File: src/rtl/assert_macros.svh
// Assertion macros shared by the RTL files that carry concurrent checks.
// No dependencies.
`ifndef ASSERT_MACROS_SVH
`define ASSERT_MACROS_SVH

// Same-cycle implication, disabled while reset is low
`define ASSERT_IMPLIES(label, clk, rstn, ante, cons) \
    label: assert property (@(posedge clk) disable iff (!rstn) (ante) |-> (cons)) \
        else $error("assertion failed");

// Next-cycle implication, disabled while reset is low
`define ASSERT_NEXT(label, clk, rstn, ante, cons) \
    label: assert property (@(posedge clk) disable iff (!rstn) (ante) |=> (cons)) \
        else $error("assertion failed");

`endif

File: src/rtl/ddo_pkg.sv
// Shared types, constants and arithmetic helpers for the odometry block.
// No dependencies.
package ddo_pkg;

    localparam int COUNT_W  = 32;
    localparam int HEAD_W   = 17;
    localparam int SUM_W    = 33;
    localparam int DHEAD_W  = 18;
    localparam int ANGLE_W  = 19;
    localparam int Z_W      = 25;
    localparam int TRIG_W   = 32;
    localparam int POS_W    = 32;
    localparam int DPC_W    = 24;
    localparam int ITER_W   = 5;
    localparam int MAX_STEPS = 24;
    localparam int QDEPTH   = 2;
    localparam int S_DATA_W = 88;
    localparam int M_DATA_W = 96;
    localparam int CFG_W    = 32;
    localparam int CFG_IDX_W = 2;

    // Register indexes of the configuration port
    localparam logic [CFG_IDX_W-1:0] CFG_DIST_PER_COUNT = 2'd0;
    localparam logic [CFG_IDX_W-1:0] CFG_START_X        = 2'd1;
    localparam logic [CFG_IDX_W-1:0] CFG_START_Y        = 2'd2;

    localparam logic [DPC_W-1:0] DPC_RESET = 24'd11442;

    // Angles: heading change in 1/128 degree, mean angle in 1/256 degree
    localparam logic signed [DHEAD_W-1:0] HALF_TURN_128    = 18'sd23040;
    localparam logic signed [DHEAD_W-1:0] FULL_TURN_128    = 18'sd46080;
    localparam logic signed [ANGLE_W-1:0] QUARTER_TURN_256 = 19'sd23040;
    localparam logic signed [ANGLE_W-1:0] HALF_TURN_256    = 19'sd46080;
    localparam logic signed [ANGLE_W-1:0] FULL_TURN_256    = 19'sd92160;

    // CORDIC start value: reciprocal of the limit gain in Q30
    localparam logic signed [TRIG_W-1:0] TRIG_GAIN = 32'sd652032874;

    // One queued move or reload
    typedef struct packed {
        logic                      reload;
        logic signed [SUM_W-1:0]   count_sum;
        logic signed [DHEAD_W-1:0] dhead;
        logic signed [HEAD_W-1:0]  last_head;
    } cmd_t;

    // Queue status seen by front and back
    typedef struct packed {
        logic full;
        logic empty;
    } q_stat_t;

    // Arctangent of 2^-i in 1/65536 degree
    function automatic logic signed [Z_W-1:0] atan_entry(input logic [ITER_W-1:0] idx);
        logic signed [Z_W-1:0] v;
        case (idx)
            5'd0:  v = 25'sd2949120;
            5'd1:  v = 25'sd1740967;
            5'd2:  v = 25'sd919879;
            5'd3:  v = 25'sd466945;
            5'd4:  v = 25'sd234379;
            5'd5:  v = 25'sd117304;
            5'd6:  v = 25'sd58666;
            5'd7:  v = 25'sd29335;
            5'd8:  v = 25'sd14668;
            5'd9:  v = 25'sd7334;
            5'd10: v = 25'sd3667;
            5'd11: v = 25'sd1833;
            5'd12: v = 25'sd917;
            5'd13: v = 25'sd458;
            5'd14: v = 25'sd229;
            5'd15: v = 25'sd115;
            5'd16: v = 25'sd57;
            5'd17: v = 25'sd29;
            5'd18: v = 25'sd14;
            5'd19: v = 25'sd7;
            5'd20: v = 25'sd4;
            5'd21: v = 25'sd2;
            5'd22: v = 25'sd1;
            default: v = 25'sd0;
        endcase
        return v;
    endfunction

    // Clamp the scaled step to 32 bits
    function automatic logic signed [POS_W-1:0] sat_step(input logic signed [48:0] v);
        logic signed [POS_W-1:0] r;
        if (v > 49'sd2147483647) begin
            r = 32'sh7fffffff;
        end else if (v < -49'sd2147483648) begin
            r = 32'sh80000000;
        end else begin
            r = v[POS_W-1:0];
        end
        return r;
    endfunction

    // Clamp an updated position to 32 bits
    function automatic logic signed [POS_W-1:0] sat_pos(input logic signed [34:0] v);
        logic signed [POS_W-1:0] r;
        if (v > 35'sd2147483647) begin
            r = 32'sh7fffffff;
        end else if (v < -35'sd2147483648) begin
            r = 32'sh80000000;
        end else begin
            r = v[POS_W-1:0];
        end
        return r;
    endfunction

endpackage

File: src/rtl/ddo_front.sv
// Front end: takes sensor samples, forms count sum and heading change, queues a command.
// Depends on ddo_pkg.
module ddo_front import ddo_pkg::*; (
    input  logic                aclk,
    input  logic                aresetn,
    input  logic                s_tvalid,
    output logic                s_tready,
    input  logic [S_DATA_W-1:0] s_tdata,   // left_count, right_count, heading, zero pad
    input  logic                s_tuser,   // reload_start
    output logic                q_push,
    output cmd_t                q_cmd,
    input  q_stat_t             q_stat
);

    logic [COUNT_W-1:0]       last_left_reg;
    logic [COUNT_W-1:0]       last_right_reg;
    logic signed [HEAD_W-1:0] last_head_reg;

    logic [COUNT_W-1:0]       left;
    logic [COUNT_W-1:0]       right;
    logic signed [HEAD_W-1:0] head;
    logic [COUNT_W-1:0]       dl;
    logic [COUNT_W-1:0]       dr;

    assign left  = s_tdata[31:0];
    assign right = s_tdata[63:32];
    assign head  = $signed(s_tdata[80:64]);

    // Accept whenever the queue has room
    assign s_tready = !q_stat.full;
    assign q_push   = s_tvalid && s_tready;

    // Wrapping count differences, summed at full width
    assign dl = left - last_left_reg;
    assign dr = right - last_right_reg;

    always_comb begin
        q_cmd.reload    = s_tuser;
        q_cmd.count_sum = SUM_W'($signed(dl)) + SUM_W'($signed(dr));
        q_cmd.dhead     = DHEAD_W'(head) - DHEAD_W'(last_head_reg);
        q_cmd.last_head = last_head_reg;
    end

    // Record the samples of every transfer
    always_ff @(posedge aclk) begin
        if (!aresetn) begin
            last_left_reg  <= '0;
            last_right_reg <= '0;
            last_head_reg  <= '0;
        end else if (q_push) begin
            last_left_reg  <= left;
            last_right_reg <= right;
            last_head_reg  <= head;
        end
    end

endmodule

File: config.mk
export PLATFORM = sky130hd
export DESIGN_NAME = ddo_front
export DESIGN_NICKNAME = d
export VERILOG_FILES = /design/src/rtl/assert_macros.svh /design/src/rtl/ddo_pkg.sv /design/src/rtl/ddo_front.sv
export SDC_FILE = /design/constraint.sdc
export NUM_CORES = 1
export LEC_CHECK = 0
export BUFFER_PORTS_ARGS = -buffer_cell sky130_fd_sc_hd__buf_4
export CORE_ASPECT_RATIO = 2
export CORE_MARGIN = 2
export CORE_UTILIZATION = 53
export DETAILED_ROUTE_END_ITERATION = 10
export GPL_ROUTABILITY_DRIVEN = 0
export GPL_TIMING_DRIVEN = 0
export PLACE_DENSITY_LB_ADDON = 0.12
export SETUP_SLACK_MARGIN = 0.05
export SLEW_MARGIN = 5
export SYNTH_ARGS = -nofsm -noshare
export SYNTH_HDL_FRONTEND = slang
export SYNTH_SLANG_ARGS = --single-unit
File: constraint.sdc
create_clock -name aclk -period 6.6 [get_ports aclk]
set_input_delay 1.32 -clock aclk [delete_from_list [all_inputs] [get_ports aclk]]
set_output_delay 1.32 -clock aclk [all_outputs]
set_load 0.1 [all_outputs]
# Word-level counts from Yosys, hierarchy flattened
# Cells that the tools add are included.
op_classes:
  n_addsub: 4
  reduce_logical: 2
op_table:
  columns: ["op", "count"]
  rows:
  - ["subtractor 32 bit", 2]
  - ["adder 32 x 32 -> 33 bit", 1]
  - ["subtractor 17 x 17 -> 18 bit", 1]
  - ["logical AND 1 bit", 1]
  - ["logical NOT 1 bit", 1]
word_totals:
  reg_bits: 81
  in_bits: 94
  output_inout_bits: 71
  wordCells: 9

# Depth between registers and ports, before layout
logic_depth:
  word_depth: 2
  depth_mapped: 22
  depth_no_buf: 21

# Worst setup path after synthesis
# Ideal clock, no wire load.
synth_path:
  path_kind: "input port to output port"
  startpoint: "in s_tdata[0]"
  endpoint: "out q_cmd[66] (netlist bit)"
  t_arrival_ns: 6.319
  required_ns: 5.280
  setup_slack_ns: -1.039
  stages: 19
  path_buffers: 1
  cell_sequence: "inv_1 > ha_1 > inv_1 > fa_1 > a211oi_1 > o21ai_1 > o22a_1 > o41ai_2 > o21ai_1 > a31oi_1 > xnor2_1 > ha_1 > clkbuf_1 > nand4_1 > a2111oi_0 > a221oi_2 > o221ai_1 > a21oi_1 > xnor2_1"
synth_rtl:
  columns: ["item", "line_no", "rtl"]
  rows:
  - ["start, declared", "ddo_front.sv:8", "input logic [S_DATA_W-1:0] s_tdata,"]
  - ["end, declared", "ddo_front.sv:11", "output cmd_t q_cmd,"]

==> out/metrics.yaml <==
placed_design:
  io_buffers: 154
  dp_cells: 1621
  dp_hpwl_um: 20400
  dp_slack_ps: -925
timing:
  worst_slack_ps: -310
  holdWs_ps: 462
  finalSetupViolations: 10
  skew_ps: 0
  slew_headroom_pct: 54.8
  tightest_slew_ps: 677
  finalHoldViolations: 0
  final_max_slew_viol_count: 0
  min_period_ps: 6910
  rsz0062_at_grt: "true"
  finalCritPeriodShare_pct: 105
  max_freq_ghz: 0.145
  tns_ps: -2140
detailed_routing:
  postRouteAntennaNets: 0
  drt_iter0_markers: 450
  drt-vias-per-instance: 5.73
  wl_per_cell_um: 15.8
  drcViolationCount: 0
  drt-total-wl_um: 26700
  vias: 9668
  drtPass1Iterations: 5
yosys:
  netlist_instances: 1257
  yosysSeqAreaShare_pct: 17.6
  ys_warn_count: 0
  syn_area_um2: 9190
  syn_avg_cell_area_um2: 7.31
  synth-edff-count: 0
  syn-num-nets: 1466
  ys_seq_elements: 81
  ys_types: 77
  synthArstFlopShare_pct: 0
  synth-main-ff-cell: "dfxtp_1"
power_and_ir_drop:
  power.internal_uw: 2100
  power_frac_comb_pct: 79.4
  powerDensity_nw_per_um2: 395
  ir_drop_mv: 0.430
  clockPowerShare_pct: 9.9
  swShare_pct: 57.0
  p_switching_uw: 2780
  seqPwrFrac_pct: 10.8
  total_leakage_power_uw: 0.00512
clock_network:
  cts_buffer_depth: 2
  cts_max_level: 3
  worstSkewPairLatency_ps: 350
  clk_pin_slew_worst_paths_ps: 60
  cts_buffers: 9
  cts.sink_count: 81
  cts_tree: "built"
  root_buffer: "clkbuf_16"
outcome:
  violations: "setup timing"
  status: "finished, violations left"
floorplanning:
  rows: 68
  die_w_um: 97.1
  start_util_pct: 53.8
  num_io_pins: 165
  core_um2: 17100
  fp.dieH_um: 190
  die-area_um2: 18500
worst_setup_path:
  path_class: "input pin to output pin"
  cp_data_arrival_time_ps: 5590
  cp_max_fo: 4
  reg2reg_slack_ps: 5870
  cp_data_required_time_ps: 5280
  endpoint_kind: "output pin"
  startpoint_type: "input pin"
  startpoint: "s_tdata[0]"
  r2r_start: "last_left_reg[0]$_SDFFE_PN0P_"
grt:
  grt_usage_pct: 27.7
  grt_max_degree: 14
  gr-total-overflow: 0
  grt_pass1_wl_um: 42500
  antenna_found_initial: 0
  grt_pass1_vias: 9233
finish:
  layout.nets: 1682
  layout-drive-gt1-share_pct: 24.1
  diodes: 0
  final_util_pct: 72.2
  fin_cells: 1688
  syn_to_final_growth_pct: 34.2
run:
  drv_cap: 0
hold_path:
  hold_path.class: "flip-flop to flip-flop"
  hp-start: "last_left_reg[6]$_SDFFE_PN0P_"
[worst paths after layout]
kind | end | cells past startpoint
worst min-delay path | last_left_reg[6]$_SDFFE_PN0P_ | 2
worst max-delay path | q_cmd[61] | 22
worst min register to register | last_left_reg[6]$_SDFFE_PN0P_ | 2
worst max register to register | last_left_reg[0]$_SDFFE_PN0P_ | 2
[metrics by stage]
step                instance area (um2)  total power [uW]
detailed placement                11000              3810
global route                      12300              5070
CTS                               12000              4670
finish                            12300              4870
global placement                  11000              3780
floorplan                          9620              3220
[worst max-delay path: stages]
cell	delay, ps
buf_8	110
inv_6	50
ha_4	130
inv_2	40
fa_2	350
a211oi_2	210
o21ai_2	110
o22a_2	260
o41ai_4	390
buf_4	190
o21ai_4	60
buf_4	160
xor2_2	170
ha_4	320
and3_4	180
and4_1	190
o211ai_1	140
a31oi_1	340
o22ai_2	190
o21ai_2	300
xor2_4	200
buf_12	190
[placed cells by master (no fill, tap or decap), types with 36 or more instances in the layout]
cell type,synthesis,final
ha_1,111,98
a21o_1,48,48
nor2_1,63,58
a21boi_0,82,82
o21ai_0,45,36
dfxtp_1,81,81
inv_1,115,110
a21oi_1,78,66
xnor2_1,64,53
buf_4,1,191
nand2_1,222,220
[synthesized netlist by cell type, types with 12 or more instances]
| library cell | n | area (um2) |
|---|---|---|
| o21ai_1 | 13 | 65.1 |
| xor2_1 | 30 | 263 |
| a21o_1 | 48 | 360 |
| clkbuf_1 | 41 | 154 |
| nand2b_1 | 15 | 93.8 |
| inv_1 | 115 | 432 |
| nor2_1 | 63 | 236 |
| nand2_1 | 222 | 833 |
| ha_1 | 111 | 1390 |
| dfxtp_1 | 81 | 1620 |
| a21boi_0 | 82 | 616 |
| o21a_1 | 16 | 120 |
| a21oi_1 | 78 | 390 |
| nor2b_1 | 16 | 100 |
| xnor2_1 | 64 | 561 |
| nand4_1 | 17 | 106 |
| a211oi_1 | 14 | 105 |
| o21bai_1 | 12 | 90.1 |
| a31oi_1 | 15 | 93.8 |
| o21ai_0 | 45 | 225 |
| nand3_1 | 20 | 100 |
[area by class of cell]
type,count,area (um2)
Buffer,43,204
Clock buffer,11,253
Clock inverter,5,30.0
Fill cell,1376,4760
Inverter,116,443
Multi-Input combinational cell,1010,7740
Sequential cell,81,1620
Tap cell,210,263
Timing Repair Buffer,212,1790
[cell families (layout without fill, tap and decap cells)]
group / after synthesis / after routing / synth area share [%]
compound gates: 396 / 396 / 30.5
simple gates: 404 / 404 / 20.0
flops: 81 / 81 / 17.6
xor+xnor: 94 / 94 / 8.96
fa+ha+maj: 115 / 115 / 16.0
buf+inv: 166 / 387 / 6.85
mux: 1 / 1 / 0.109
[layer usage]
metal  wire length (um)  track usage (%)  vias up  part of all wire, %
met1              10800             32.0     4454                   41
met5                  0                0        -                    0
li1                   -                -     4820                    -
met4               1310             13.6        0                  4.9
met3               1190             2.75       77                  4.5
met2              13400             50.3      317                   50
[power groups by stage]
stage | registers (uW) | logic, uW | clock network, uW
2_1_floorplan | 566 | 2660 | 0
3_3_place_gp | 534 | 3240 | 0
3_5_place_dp | 535 | 3280 | 0
4_1_cts | 525 | 3660 | 489
5_1_grt | 527 | 4040 | 508
6_report | 525 | 3870 | 481
[what timing repair did]
item,in CTS,in global routing
pin swaps,64,57
endpoints found under the hold margin,0,0
resized for setup,95,47
hold buffers,0,0
setup buffers,43,16
setup endpoints to repair,17,18
Note: power is estimated with default switching activity, not from simulation.
