$ cat src/rtl/assert_macros.svh
// Assertion macros shared by the RTL files that carry concurrent checks.
// No dependencies.
`ifndef ASSERT_MACROS_SVH
`define ASSERT_MACROS_SVH

// Same-cycle implication, disabled while reset is low
`define ASSERT_IMPLIES(label, clk, rstn, ante, cons) \
    label: assert property (@(posedge clk) disable iff (!rstn) (ante) |-> (cons)) \
        else $error("assertion failed");

// Next-cycle implication, disabled while reset is low
`define ASSERT_NEXT(label, clk, rstn, ante, cons) \
    label: assert property (@(posedge clk) disable iff (!rstn) (ante) |=> (cons)) \
        else $error("assertion failed");

`endif

$ cat src/rtl/ddo_pkg.sv
// Shared types, constants and arithmetic helpers for the odometry block.
// No dependencies.
package ddo_pkg;

    localparam int COUNT_W  = 32;
    localparam int HEAD_W   = 17;
    localparam int SUM_W    = 33;
    localparam int DHEAD_W  = 18;
    localparam int ANGLE_W  = 19;
    localparam int Z_W      = 25;
    localparam int TRIG_W   = 32;
    localparam int POS_W    = 32;
    localparam int DPC_W    = 24;
    localparam int ITER_W   = 5;
    localparam int MAX_STEPS = 24;
    localparam int QDEPTH   = 2;
    localparam int S_DATA_W = 88;
    localparam int M_DATA_W = 96;
    localparam int CFG_W    = 32;
    localparam int CFG_IDX_W = 2;

    // Register indexes of the configuration port
    localparam logic [CFG_IDX_W-1:0] CFG_DIST_PER_COUNT = 2'd0;
    localparam logic [CFG_IDX_W-1:0] CFG_START_X        = 2'd1;
    localparam logic [CFG_IDX_W-1:0] CFG_START_Y        = 2'd2;

    localparam logic [DPC_W-1:0] DPC_RESET = 24'd11442;

    // Angles: heading change in 1/128 degree, mean angle in 1/256 degree
    localparam logic signed [DHEAD_W-1:0] HALF_TURN_128    = 18'sd23040;
    localparam logic signed [DHEAD_W-1:0] FULL_TURN_128    = 18'sd46080;
    localparam logic signed [ANGLE_W-1:0] QUARTER_TURN_256 = 19'sd23040;
    localparam logic signed [ANGLE_W-1:0] HALF_TURN_256    = 19'sd46080;
    localparam logic signed [ANGLE_W-1:0] FULL_TURN_256    = 19'sd92160;

    // CORDIC start value: reciprocal of the limit gain in Q30
    localparam logic signed [TRIG_W-1:0] TRIG_GAIN = 32'sd652032874;

    // One queued move or reload
    typedef struct packed {
        logic                      reload;
        logic signed [SUM_W-1:0]   count_sum;
        logic signed [DHEAD_W-1:0] dhead;
        logic signed [HEAD_W-1:0]  last_head;
    } cmd_t;

    // Queue status seen by front and back
    typedef struct packed {
        logic full;
        logic empty;
    } q_stat_t;

    // Arctangent of 2^-i in 1/65536 degree
    function automatic logic signed [Z_W-1:0] atan_entry(input logic [ITER_W-1:0] idx);
        logic signed [Z_W-1:0] v;
        case (idx)
            5'd0:  v = 25'sd2949120;
            5'd1:  v = 25'sd1740967;
            5'd2:  v = 25'sd919879;
            5'd3:  v = 25'sd466945;
            5'd4:  v = 25'sd234379;
            5'd5:  v = 25'sd117304;
            5'd6:  v = 25'sd58666;
            5'd7:  v = 25'sd29335;
            5'd8:  v = 25'sd14668;
            5'd9:  v = 25'sd7334;
            5'd10: v = 25'sd3667;
            5'd11: v = 25'sd1833;
            5'd12: v = 25'sd917;
            5'd13: v = 25'sd458;
            5'd14: v = 25'sd229;
            5'd15: v = 25'sd115;
            5'd16: v = 25'sd57;
            5'd17: v = 25'sd29;
            5'd18: v = 25'sd14;
            5'd19: v = 25'sd7;
            5'd20: v = 25'sd4;
            5'd21: v = 25'sd2;
            5'd22: v = 25'sd1;
            default: v = 25'sd0;
        endcase
        return v;
    endfunction

    // Clamp the scaled step to 32 bits
    function automatic logic signed [POS_W-1:0] sat_step(input logic signed [48:0] v);
        logic signed [POS_W-1:0] r;
        if (v > 49'sd2147483647) begin
            r = 32'sh7fffffff;
        end else if (v < -49'sd2147483648) begin
            r = 32'sh80000000;
        end else begin
            r = v[POS_W-1:0];
        end
        return r;
    endfunction

    // Clamp an updated position to 32 bits
    function automatic logic signed [POS_W-1:0] sat_pos(input logic signed [34:0] v);
        logic signed [POS_W-1:0] r;
        if (v > 35'sd2147483647) begin
            r = 32'sh7fffffff;
        end else if (v < -35'sd2147483648) begin
            r = 32'sh80000000;
        end else begin
            r = v[POS_W-1:0];
        end
        return r;
    endfunction

endpackage

$ cat src/rtl/ddo_fifo.sv
// Two-entry command queue between the front end and the back end.
// Depends on ddo_pkg.
module ddo_fifo import ddo_pkg::*; (
    input  logic    aclk,
    input  logic    aresetn,
    input  logic    push,
    input  cmd_t    push_cmd,
    input  logic    pop,
    output cmd_t    head_cmd,
    output q_stat_t stat
);

    localparam int PTR_W = $clog2(QDEPTH);

    cmd_t             entry_reg [QDEPTH];
    logic [PTR_W-1:0] wr_ptr_reg;
    logic [PTR_W-1:0] rd_ptr_reg;
    logic [PTR_W:0]   count_reg;

    assign head_cmd   = entry_reg[rd_ptr_reg];
    assign stat.full  = (count_reg == (PTR_W+1)'(QDEPTH));
    assign stat.empty = (count_reg == '0);

    // Store on push
    always_ff @(posedge aclk) begin
        if (push) begin
            entry_reg[wr_ptr_reg] <= push_cmd;
        end
    end

    // Advance pointers and fill level
    always_ff @(posedge aclk) begin
        if (!aresetn) begin
            wr_ptr_reg <= '0;
            rd_ptr_reg <= '0;
            count_reg  <= '0;
        end else begin
            if (push) begin
                wr_ptr_reg <= wr_ptr_reg + 1'b1;
            end
            if (pop) begin
                rd_ptr_reg <= rd_ptr_reg + 1'b1;
            end
            if (push && !pop) begin
                count_reg <= count_reg + 1'b1;
            end else if (pop && !push) begin
                count_reg <= count_reg - 1'b1;
            end
        end
    end

endmodule

$ cat config.mk
export PLATFORM = sky130hd
export DESIGN_NAME = ddo_fifo
export DESIGN_NICKNAME = d
export VERILOG_FILES = /design/src/rtl/assert_macros.svh /design/src/rtl/ddo_pkg.sv /design/src/rtl/ddo_fifo.sv
export SDC_FILE = /design/constraint.sdc
export NUM_CORES = 1
export LEC_CHECK = 0
export BUFFER_PORTS_ARGS = -buffer_cell sky130_fd_sc_hd__buf_4
export CAP_MARGIN = 20
export CORE_UTILIZATION = 45
export CTS_CLUSTER_SIZE = 24
export DETAILED_ROUTE_END_ITERATION = 10
export GPL_ROUTABILITY_DRIVEN = 0
export GPL_TIMING_DRIVEN = 0
export PLACE_DENSITY = 0.79
export SLEW_MARGIN = 10
export SYNTH_ARGS = -nofsm -noshare
export SYNTH_HDL_FRONTEND = slang
export SYNTH_SLANG_ARGS = --single-unit
$ cat constraint.sdc
create_clock -name aclk -period 4.5 [get_ports aclk]
set_clock_uncertainty 0.05 [all_clocks]
set_input_delay 1.125 -clock aclk [delete_from_list [all_inputs] [get_ports aclk]]
set_output_delay 1.125 -clock aclk [all_outputs]
set_load 0.03 [all_outputs]
# After elaboration in Yosys (flattened, before gate mapping)
# Memory sizes are Yosys's and may differ from the RTL's. A register that Yosys moved wholly into a read port is not among the register bits.
# Cells that the tools add are included.
# W data, S select, Z words.
[word_totals]
memories = 1
reg_bits = 4
ram_bits = 138
wordCells = 21
output_inout_bits = 71
[mem_list]
columns = ["name", "depth", "width", "rd", "rd_ports_with_merged_regs", "wr", "line_no", "text"]
rows = [
  ["entry_reg", 2, 69, 1, 1, 1, "ddo_fifo.sv:15", "cmd_t entry_reg [QDEPTH];"],
]
[op_classes]
reduce_logical = 6
addsub = 4
mux = 6
eq_ne = 1
[op_table]
columns = ["cell", "n"]
rows = [
  ["$mux W1", 4],
  ["$mux W2", 2],
  ["$add A1 B1 Y1 const B", 2],
  ["$add A2 B1 Y2 const B", 1],
  ["$eq A2 B2 Y1 const B", 1],
  ["$logic_and A1 B1 Y1", 2],
  ["$logic_not A1 Y1", 2],
  ["$logic_not A2 Y1", 1],
  ["$reduce_bool A2 Y1", 1],
  ["$sub A2 B1 Y2 const B", 1],
]

# Depth between registers and ports, before layout
[depth]
ltp_word = 4
depth_mapped = 5
mapped_depth_nobuf = 5

# Worst setup path after synthesis
# OpenSTA, ideal clock, no wires.
[synth_timing]
kind = "in2reg"
from = "input port push"
to = "memory entry_reg[0][0] (netlist bit), enable pin"
cell_stages = 1
required_time_ns = 3.944
arrival_ns = 4.184
n_path_buf = 0
setup_time_ns = 0.506
path_slack_ns = -0.239
path_cell_list = "nor2b_1"
[synth_between]
elab_chain_cells = 2
[synth_rtl]
columns = ["item", "line_no", "text"]
rows = [
  ["start: declaration", "ddo_fifo.sv:6", "input logic push,"],
  ["$mux W1", "ddo_fifo.sv:26", "if (push) begin"],
  ["$mux W1 (implied by the code)", "ddo_fifo.sv:27", "entry_reg[wr_ptr_reg] <= push_cmd;"],
  ["end: declaration", "ddo_fifo.sv:15", ""],
]
# Every way passes these cells.

==> impl_metrics.env <==
export IMPL_min_from="count_reg[1]$_SDFFE_PN0P_"
export IMPL_wirelength_mm=9.140
export IMPL_critPathArrivalTime_ns=1.66
export IMPL_drive_above_1_share_pct=60.63
export IMPL_stdcell_count=557
export IMPL_critPathRequiredTime_ns=3.32
export IMPL_reg2regPathDepth=3
export IMPL_max_slew_worst_pin_slew_ns=0.7540
export IMPL_start_util_pct=46.07
export IMPL_hold_end="count_reg[1]$_SDFFE_PN0P_"
export IMPL_start_kind="flip-flop"
export IMPL_die_h_um=109.9
export IMPL_track_usage_pct=15.52
export IMPL_endpoint_kind="primary output"
export IMPL_path_max_fanout=10
export IMPL_final_area_um2=7176
export IMPL_insertion_delay_ns=0.40
export IMPL_largest_reg_flops=138
export IMPL_ctsResizeCount=0
export IMPL_core_um2=11370
export IMPL_final_antenna_net_count=0
export IMPL_internal_power_w=0.002669
export IMPL_numCtsBuffers=17
export IMPL_yosysSeqAreaShare_pct=81.03
export IMPL_io_pins=144
export IMPL_power_frac_seq_pct=45.2
export IMPL_r2r_start="wr_ptr_reg$_SDFFE_PN0P_"
export IMPL_max_vdd_ir_drop_mv=0.2671
export IMPL_max_cap_viol_count=0
export IMPL_min_period_over_period_pct=62.93
export IMPL_hold_violations=0
export IMPL_cts_root_buf="clkbuf_16"
export IMPL_relSlewSlack_pct=49.62
export IMPL_fmax_ghz=0.3531
export IMPL_placedCellCount=526
export IMPL_cts_setup_buffers=0
export IMPL_rsz0062_at_grt="no"
export IMPL_placed_cell_area_um2=6575
export IMPL_yosys_warnings=0
export IMPL_first_global_vias=2742
export IMPL_slew_violations=0
export IMPL_cts_tree="yes"
export IMPL_antenna_cells=0
export IMPL_switching_share_pct=22.45
export IMPL_antenna_found_initial=0
export IMPL_fin_hold_ws_ns=0.4740
export IMPL_syn_num_nets=311
export IMPL_reg2reg_to="entry_reg[0][37]$_DFFE_PP_"
export IMPL_grt_ovfl_total=0
export IMPL_power_density_nw_per_um2=479.6
export IMPL_viasPerCell=4.853
export IMPL_avgSynthCellArea_um2=22.10
export IMPL_p_leak_nw=2.739
export IMPL_fp_dieW_um=109.9
export IMPL_totalPowerFinal_w=0.003442
export IMPL_grt_pass1_wl_mm=13.43
export IMPL_ys_types=18
export IMPL_drc=0
export IMPL_avgRoutedWirePerCell_um=16.41
export IMPL_clk_pin_slew_worst_paths_ns=0.06
export IMPL_port_buffers=143
export IMPL_postCtsHoldBufs=0
export IMPL_synth_area_um2=5238
export IMPL_min_period_ns=2.832
export IMPL_row_count=39
export IMPL_area_growth_pct=37.00
export IMPL_synth_seq_cells=143
export IMPL_hold_path_class="reg2reg"
export IMPL_grt_max_degree=49
export IMPL_dr_first_iter_drc_count=106
export IMPL_cts_buffer_depth=2
export IMPL_power_switching_w=0.0007726
export IMPL_vias=2703
export IMPL_cts_sinks=143
export IMPL_finalSetupViolations=0
export IMPL_drtPass1Iterations=4
export IMPL_ff2ff_setup_slack_ns=2.70
export IMPL_min_path_cells=2
export IMPL_dp_hpwl_mm=6.125
export IMPL_outcome="completed"
export IMPL_htreeDepth=4
export IMPL_crit_type="reg2out"
export IMPL_combPwrFrac_pct=13.9
export IMPL_die_area_um2=12070
export IMPL_nNetsFinal=476
export IMPL_syn_inst=237
export IMPL_p_clk_share_pct=40.9
==> worst max-delay path by stage <==
stage          slack [ns]                    endpoint  startpoint  cells past startpoint
6_report             1.67                head_cmd[40]   flip-flop                      5
5_1_grt              1.59                head_cmd[47]   flip-flop                      5
4_1_cts              1.63                head_cmd[43]   flip-flop                      5
3_5_place_dp         1.73   entry_reg[0][4]$_DFFE_PP_        push                      4
3_3_place_gp        -0.05  entry_reg[0][23]$_DFFE_PP_        push                      2
2_1_floorplan        1.07   entry_reg[0][0]$_DFFE_PP_        push                      1
==> cell usage in the layout, fill, tap and decap left out, types with 2 or more instances in the layout <==
| cell type | synthesis | final |
|---|---|---|
| buf_16 | 0 | 2 |
| nor2b_1 | 3 | 2 |
| edfxtp_1 | 138 | 138 |
| and2_1 | 4 | 3 |
| dfxtp_1 | 5 | 5 |
| mux2_2 | 59 | 59 |
| clkinvlp_4 | 0 | 3 |
| buf_2 | 5 | 5 |
| clkinv_1 | 0 | 4 |
| mux2_4 | 10 | 10 |
| buf_6 | 2 | 2 |
| buf_4 | 0 | 143 |
| xor2_1 | 2 | 2 |
| bufinv_16 | 0 | 4 |
| clkbuf_16 | 0 | 17 |
==> final cells by class <==
class,instances,area (µm²)
Fill cell,852,4194
Timing Repair Buffer,146,1149
Clock buffer,18,429.2
Clock inverter,13,171.4
Buffer,8,62.56
Sequential cell,143,4244
Multi-Input combinational cell,85,937.1
Tap cell,143,178.9
Inverter,1,3.754
==> power groups by stage <==
stage / Sequential, W / Clock (W) / Combinational (W)
final: 0.00156 / 0.00141 / 0.000478
after CTS: 0.00156 / 0.00144 / 0.000485
after detailed placement: 0.00158 / 0 / 0.000483
after floorplan: 0.00158 / 0 / 0.000288
after global routing: 0.00156 / 0.00150 / 0.000507
after global placement: 0.00158 / 0 / 0.000465
==> synthesized netlist by cell type <==
master / count / share of area [%]
dfxtp_1: 5 / 1.9
ha_1: 1 / 0.24
xnor2_1: 1 / 0.17
o21ai_0: 1 / 0.095
or3_1: 1 / 0.12
buf_2: 5 / 0.48
mux2_2: 59 / 13
nor2_1: 1 / 0.072
buf_8: 1 / 0.29
buf_6: 2 / 0.43
edfxtp_1: 138 / 79
mux2_4: 10 / 2.9
a21boi_1: 1 / 0.14
and2_1: 4 / 0.48
xor2_1: 2 / 0.33
inv_1: 1 / 0.072
nor2b_1: 3 / 0.36
o21a_1: 1 / 0.14
==> critical path, stage by stage (launching register included) <==
cell	delay, ns
dfxtp_1	0.32
buf_6	0.12
buf_6	0.17
buf_8	0.17
mux2_4	0.31
buf_4	0.17
==> cell families (layout without fill, tap and decap cells) <==
| kind of cell | after synthesis | after routing | share of synthesized area (%) |
|---|---|---|---|
| multiplexers | 69 | 69 | 15.55 |
| buffers and inverters | 9 | 186 | 1.266 |
| AO/OA/AOI/OAI | 3 | 3 | 0.3822 |
| flip-flops | 143 | 143 | 81.03 |
| AND/OR/NAND/NOR | 9 | 9 | 1.027 |
| adder cells (fa/ha/maj) | 1 | 1 | 0.2389 |
| XOR/XNOR | 3 | 3 | 0.5018 |
==> routing by layer <==
metal / vias up / global-route usage [%] / part of all wire (%)
met1: 1336 / 18.09 / 41
met5: - / 0 / 0
met4: 0 / 6.000 / 1.1
met2: 92 / 25.85 / 52
li1: 1265 / - / -
met3: 10 / 5.987 / 6.5
==> stage by stage <==
stage / utilization, % / setup slack (ns) / setup TNS (ns)
after floorplan: - / 1.065 / 0
after global placement: 57.10 / -0.05391 / -3.421
after detailed placement: 57.83 / 1.728 / 0
after CTS: 63.11 / 1.631 / 0
after global routing: 63.11 / 1.586 / 0
final: 63.11 / 1.668 / 0
Power figures use the tool's default switching activity.
